`src/hw/rtl/fgp_pkg.sv`:
```
package fgp_pkg;

  localparam int QUO_W     = 32;
  localparam int VX_W      = 44;
  localparam int VZ_W      = 27;
  localparam int ANG_W     = 28;
  localparam int CS_W      = 32;
  localparam int CFG_W     = 24;
  localparam int CFG_IDX_W = 3;

  localparam int ATAN_ENTRIES = 24;
  // atan(2^-i) in units of 2^-24 rad
  localparam int ATAN_TAB [ATAN_ENTRIES] = '{
    13176795, 7778716, 4110060, 2086331, 1047214, 524117, 262123, 131069,
    65536, 32768, 16384, 8192, 4096, 2048, 1024, 512, 256, 128, 64, 32,
    16, 8, 4, 2
  };

  localparam int ANG_PI      = 52707179;
  localparam int ANG_HALF_PI = 26353589;
  localparam int ANG_TWO_PI  = 105414357;
  localparam int GAIN_INV    = 652032874;

  localparam logic [QUO_W-1:0] POS_LIM = 32'h7fff_ffff;
  localparam logic [QUO_W-1:0] NEG_LIM = 32'h8000_0000;

  typedef enum logic [CFG_IDX_W-1:0] {
    REG_PRINCIPAL_COL = 3'd0,
    REG_PRINCIPAL_ROW = 3'd1,
    REG_FOCAL_LENGTH  = 3'd2,
    REG_CAMERA_HEIGHT = 3'd3,
    REG_PITCH_ANGLE   = 3'd4
  } cfg_reg_t;

  typedef struct packed {
    logic [11:0] pixel_row;
    logic [11:0] pixel_col;
    logic [7:0]  blue;
    logic [7:0]  green;
    logic [7:0]  red;
  } pixel_t;

  typedef struct packed {
    logic signed [31:0] ground_forward;
    logic signed [31:0] ground_lateral;
    logic [7:0]         out_blue;
    logic [7:0]         out_green;
    logic [7:0]         out_red;
    logic               saturated;
  } ground_t;

endpackage

```
`src/hw/rtl/fgp_sat_div.sv`:
```
module fgp_sat_div #(
  parameter int NUM_W  = 56,
  parameter int DEN_W  = 31,
  parameter int SIDE_W = 1
) (
  input  logic                       clk,
  input  logic                       rst,
  input  logic                       valid_in,
  input  logic [NUM_W-1:0]           num,
  input  logic [DEN_W-1:0]           den,
  input  logic [SIDE_W-1:0]          side_in,
  output logic                       valid_out,
  output logic [fgp_pkg::QUO_W-1:0]  quo,
  output logic                       over,
  output logic [SIDE_W-1:0]          side_out
);
  import fgp_pkg::*;

  localparam int HI_W  = NUM_W - QUO_W;
  localparam int CMP_W = (HI_W > DEN_W) ? HI_W : DEN_W;

  logic              vld [0:QUO_W];
  logic              ovr [0:QUO_W];
  logic [DEN_W-1:0]  rem [0:QUO_W];
  logic [DEN_W-1:0]  dn  [0:QUO_W];
  logic [QUO_W-1:0]  low [0:QUO_W];
  logic [QUO_W-1:0]  qs  [0:QUO_W];
  logic [SIDE_W-1:0] sd  [0:QUO_W];

  // quotient of 2^32 or more saturates
  always_ff @(posedge clk) begin
    if (rst) begin
      vld[0] <= 1'b0;
    end else begin
      vld[0] <= valid_in;
    end
  end

  always_ff @(posedge clk) begin
    ovr[0] <= CMP_W'(num[NUM_W-1:QUO_W]) >= CMP_W'(den);
    rem[0] <= DEN_W'(num[NUM_W-1:QUO_W]);
    low[0] <= num[QUO_W-1:0];
    dn[0]  <= den;
    qs[0]  <= '0;
    sd[0]  <= side_in;
  end

  for (genvar k = 0; k < QUO_W; k++) begin : g_bit
    logic [DEN_W:0] trial;
    logic           ge;

    assign trial = {rem[k], low[k][QUO_W-1]};
    assign ge    = trial >= {1'b0, dn[k]};

    always_ff @(posedge clk) begin
      if (rst) begin
        vld[k+1] <= 1'b0;
      end else begin
        vld[k+1] <= vld[k];
      end
    end

    always_ff @(posedge clk) begin
      rem[k+1] <= ge ? DEN_W'(trial - {1'b0, dn[k]}) : DEN_W'(trial);
      low[k+1] <= {low[k][QUO_W-2:0], 1'b0};
      qs[k+1]  <= {qs[k][QUO_W-2:0], ge};
      dn[k+1]  <= dn[k];
      ovr[k+1] <= ovr[k];
      sd[k+1]  <= sd[k];
    end
  end

  assign valid_out = vld[QUO_W];
  assign quo       = qs[QUO_W];
  assign over      = ovr[QUO_W];
  assign side_out  = sd[QUO_W];

  a_div_latency: assert property (@(posedge clk) disable iff (rst)
    valid_in |-> ##(QUO_W+1) valid_out)
    else $error("divider pipeline lost an item");

endmodule

```
`config.mk`:
```
export PLATFORM = sky130hd
export DESIGN_NAME = fgp_sat_div
export DESIGN_NICKNAME = d
export VERILOG_FILES = /design/src/hw/rtl/fgp_pkg.sv /design/src/hw/rtl/fgp_sat_div.sv
export SDC_FILE = /design/constraint.sdc
export NUM_CORES = 2
export LEC_CHECK = 0
export BUFFER_PORTS_ARGS = -buffer_cell sky130_fd_sc_hd__clkbuf_2
export CAP_MARGIN = 5
export CELL_PAD_IN_SITES_DETAIL_PLACEMENT = 1
export CELL_PAD_IN_SITES_GLOBAL_PLACEMENT = 2
export CORE_MARGIN = 2
export CORE_UTILIZATION = 40
export DETAILED_ROUTE_END_ITERATION = 6
export MAX_ROUTING_LAYER = met4
export PLACE_DENSITY_LB_ADDON = 0.1
export SLEW_MARGIN = 5
export SYNTH_ARGS = -nofsm -noshare
export SYNTH_HDL_FRONTEND = slang
export SYNTH_MEMORY_MAX_BITS = 65536
export SYNTH_SLANG_ARGS = --single-unit
export TNS_END_PERCENT = 1
```
`constraint.sdc`:
```
create_clock -name clk -period 5.7 [get_ports clk]
set_input_delay 0 -clock clk [delete_from_list [all_inputs] [get_ports clk]]
set_output_delay 0 -clock clk [all_outputs]
set_load 0.02 [all_outputs]
```
==> reports/metrics.csv <==
stage,metric,value,unit
worst_setup_path,"Cell Chain, Critical Path",inv_1 > ha_1 > fa_1 > nor2b_1 > o21ai_1 > a21oi_1 > nor3_1 > o31ai_1 > a31oi_1 > o21ai_0 > a41oi_1 > o211a_1 > o21ai_4 > mux2_2,
detailed_routing,DR vias,87200,
power_and_ir_drop,Switching Fraction,37.2,%
clock_network,Clock Latency Late Sink,0.92,ns
logic_synthesis,largest family of logic cells by synthesized area,compound AO/OA/AOI/OAI gates,
floorplan,die area,0.314,mm^2
logic_synthesis,synth unique cells,92,
clock_network,clock buffer depth,4,
logic_synthesis,largest area contributor in the netlist,dfxtp_1,
timing,Worst Skew,0.0651,ns
floorplan,Initial Utilization,40.2,%
worst_setup_path,critical path buffer and inverter count,1,
detailed_routing,"antenna viol nets, final",0,
floorplan,CORE AREA,0.309,mm^2
worst_setup_path,CP Max Fanout,32,
worst_setup_path,Setup crit start,low[0][959]$_DFF_P_,
cells_and_area,layout cells sized above 1,7.86,%
grt,largest net degree at the start of global routing,60,
grt,initial antenna violation count,7,
flow_run,max-cap viol count,0,
power_and_ir_drop,combinational share of power,40.2,%
logic_synthesis,XOR/XNOR share of the synthesized area,5.80,%
logic_synthesis,Post-synth EDFFs,0,
place,HPWL after DPL,254000,um
detailed_routing,wire per inst,18.8,um
logic_synthesis,ys async rst share,0,%
run_status,status,"finished, final reports clean",
clock_network,CTS sink count,3132,
floorplan,die height,561,um
timing,final hold viol count,0,
logic_synthesis,Post-Syn Area per Cell,9.84,um^2
worst_setup_path,CP startpoint kind,flip-flop,
worst_setup_path,"delay-heaviest family, CP",compound AO/OA/AOI/OAI gates,
hold_path,min-delay src,num[30],
cells_and_area,most frequent cells in the layout,"dfxtp_1, inv_1, ha_1",
clock_network,post-cts gate resize count,0,
power_and_ir_drop,leakage power,65.5,nW
power_and_ir_drop,pwr dens,635,mW/mm^2
power_and_ir_drop,Clk network pwr share,25.2,%
cells_and_area,area of the multi-input gates,0.0557,mm^2
worst_setup_path,Worst path max stage delay,0.78,ns
cells_and_area,# fillers,34100,
detailed_routing,drt total wl,327000,um
worst_setup_path,CP Capture Type,flip-flop,
detailed_routing,iteration-0 DRC count of the detailed router,3909,
logic_synthesis,Synth warnings,0,
place,GP Congestion,0.863,
detailed_routing,Avg Vias per Cell,5.01,
cells_and_area,"most common cell after layout, fill and taps aside",dfxtp_1,
timing,Fmax,215,MHz
logic_synthesis,"flops & latches, synth",3132,
detailed_routing,DRC,0,
clock_network,H-tree Lvls,5,
timing,Slew Limit Fails,0,
clock_network,number of buffers created by CTS,339,
clock_network,Root Buffer,clkbuf_16,
place,IO buf count,125,
power_and_ir_drop,Worst VDD drop,0.281,mV
logic_synthesis,Synth Area in Adders,10.7,%
power_and_ir_drop,sequential power share,34.6,%
timing,Worst-Margin Slew,1.26,ns
logic_synthesis,mapped cell area,0.124,mm^2
logic_synthesis,register area share after synthesis,50.6,%
floorplan,I/O pins,126,
timing,Final Setup Violations,0,
logic_synthesis,"Net Count, Synth",13700,
timing,final period utilization,81.6,%
floorplan,Rows,204,
logic_synthesis,top_reg_cell synth,dfxtp_1,
floorplan,Die Wd,561,um
worst_setup_path,"Data arrival, critical path",5.42,ns
detailed_routing,TritonRoute pass-1 iters,5,
clock_network,clk slew on worst S/H paths,0.06,ns
worst_setup_path,Reg2Reg Launch Point,low[0][959]$_DFF_P_,
logic_synthesis,Synth Area in Compound Gates,16.4,%
timing,Setup TNS,0,ns
timing,RSZ-0062 raised after global routing,no,
worst_setup_path,Critical Path RT,6.47,ns
power_and_ir_drop,Pint,57.0,mW
cells_and_area,FF/Latch Area,0.0627,mm^2
logic_synthesis,mux share of post-synthesis cell area,2.26,%
grt,Tot GR Track Use,21.0,%
logic_synthesis,Mapped Cells,12600,
logic_synthesis,ranking of synthesized cells by area,"dfxtp_1, ha_1, a21oi_1, o21ai_0, inv_1",
grt,GR Overflow Total,0,
power_and_ir_drop,Final Power,90.7,mW
logic_synthesis,post-synth top area share,50.6,%
clock_network,CTS tree,done,
cells_and_area,NumNets Final,14100,
cells_and_area,Syn-to-layout area delta,15.2,%
grt,first-pass GRT wire length,517000,um
hold_path,Worst Hold Class,input port to flip-flop,
worst_setup_path,kind of critical path,flip-flop to flip-flop,
power_and_ir_drop,sw power,33.7,mW
timing,relative slew slack,15.0,%
logic_synthesis,Synth Area in Simple Gates,9.68,%
grt,vias in the first global route,92600,
worst_setup_path,slowest cell on the critical path,o21ai_4,
timing,Tmin final,4.65,ns
-- what timing repair did --
| action | 4_1_cts | 5_1_grt |
|---|---|---|
| hold endpoints to repair | 122 | 0 |
| buffers inserted | 0 | 0 |
| hold buffers | 180 | 0 |
-- logic make-up after synthesis --
family / after synthesis
compound gates: 3296
xor+xnor: 821
fa+ha+maj: 1041
buf+inv: 1507
flops: 3132
mux: 250
simple gates: 2546
-- per-layer routing --
layer,share of wire (%),wire length [um],vias up,global-route usage (%)
li1,-,-,43900,-
met5,0,0,-,-
met2,50,164000,1027,37.3
met4,3.1,10000,0,6.36
met1,44,144000,41800,25.1
met3,2.6,8380,573,1.99
-- power groups by stage --
stage / combinational, mW / sequential [mW] / clock, mW
global route: 41.2 / 31.9 / 24.5
finish: 36.5 / 31.3 / 22.8
detailed placement: 36.3 / 31.9 / 0
global placement: 35.7 / 32.0 / 0
CTS: 36.8 / 31.6 / 23.6
floorplan: 27.9 / 29.9 / 0
-- final timing paths --
kind / slack (ns) / depth (start not counted) / end
min: 0.26 / 3 / low[0][30]$_DFF_P_
min reg2reg: 0.30 / 0 / low[0][829]$_DFF_P_
max reg2reg: 1.05 / 14 / rem[0][943]$_DFF_P_
max: 1.05 / 14 / rem[0][943]$_DFF_P_
-- Yosys cell counts (158+ instances only) --
cell and count:
o21ai_0 941, nor2_1 582, a21oi_1 976, ha_1 1010, nor2b_1 198, clkbuf_1 216
xor2_1 369, nand2b_1 180, mux2_2 236, nand2_1 917, dfxtp_1 3132, inv_1 1232
nand4_1 158, a21o_1 546, xnor2_1 452
-- final cells by class --
type                    instances  share of cell area (%)
diodes                          4                 0.00701
clock inverters               154                    1.55
repair buffers                347                    1.95
multi-input cells            7954                    39.0
clock buffers                 463                    6.71
flip-flops and latches       3132                    43.9
well taps                    4120                    3.61
inverters                    1237                    3.25
-- metrics by stage --
stage | util [%] | setup slack, ns | cells | hold slack (ns) | area (um^2)
6_report | 46.3 | 1.05 | 17400 | 0.260 | 143000
5_1_grt | 46.3 | 0.773 | 17400 | 0.216 | 143000
4_1_cts | 46.3 | 1.06 | 17400 | 0.163 | 143000
3_5_place_dp | 41.9 | 1.12 | 16600 | 0.104 | 129000
3_3_place_gp | 41.9 | 1.09 | 16600 | 0.103 | 129000
2_1_floorplan | - | 2.16 | 12600 | 0.0277 | 124000
-- state kept, by name, summed over array words and instances, names as in the netlist --
signal	flops
qs	528
dn	992
sd	33
ovr	33
rem	985
vld	33
low	528
-- tightest hold or removal path, cell delays in order --
cell and delay (ns):
dlygate4sd3_1 0.52, clkbuf_2 0.09, dlygate4sd3_1 0.52
No activity file was read; power rests on OpenSTA's default activity.
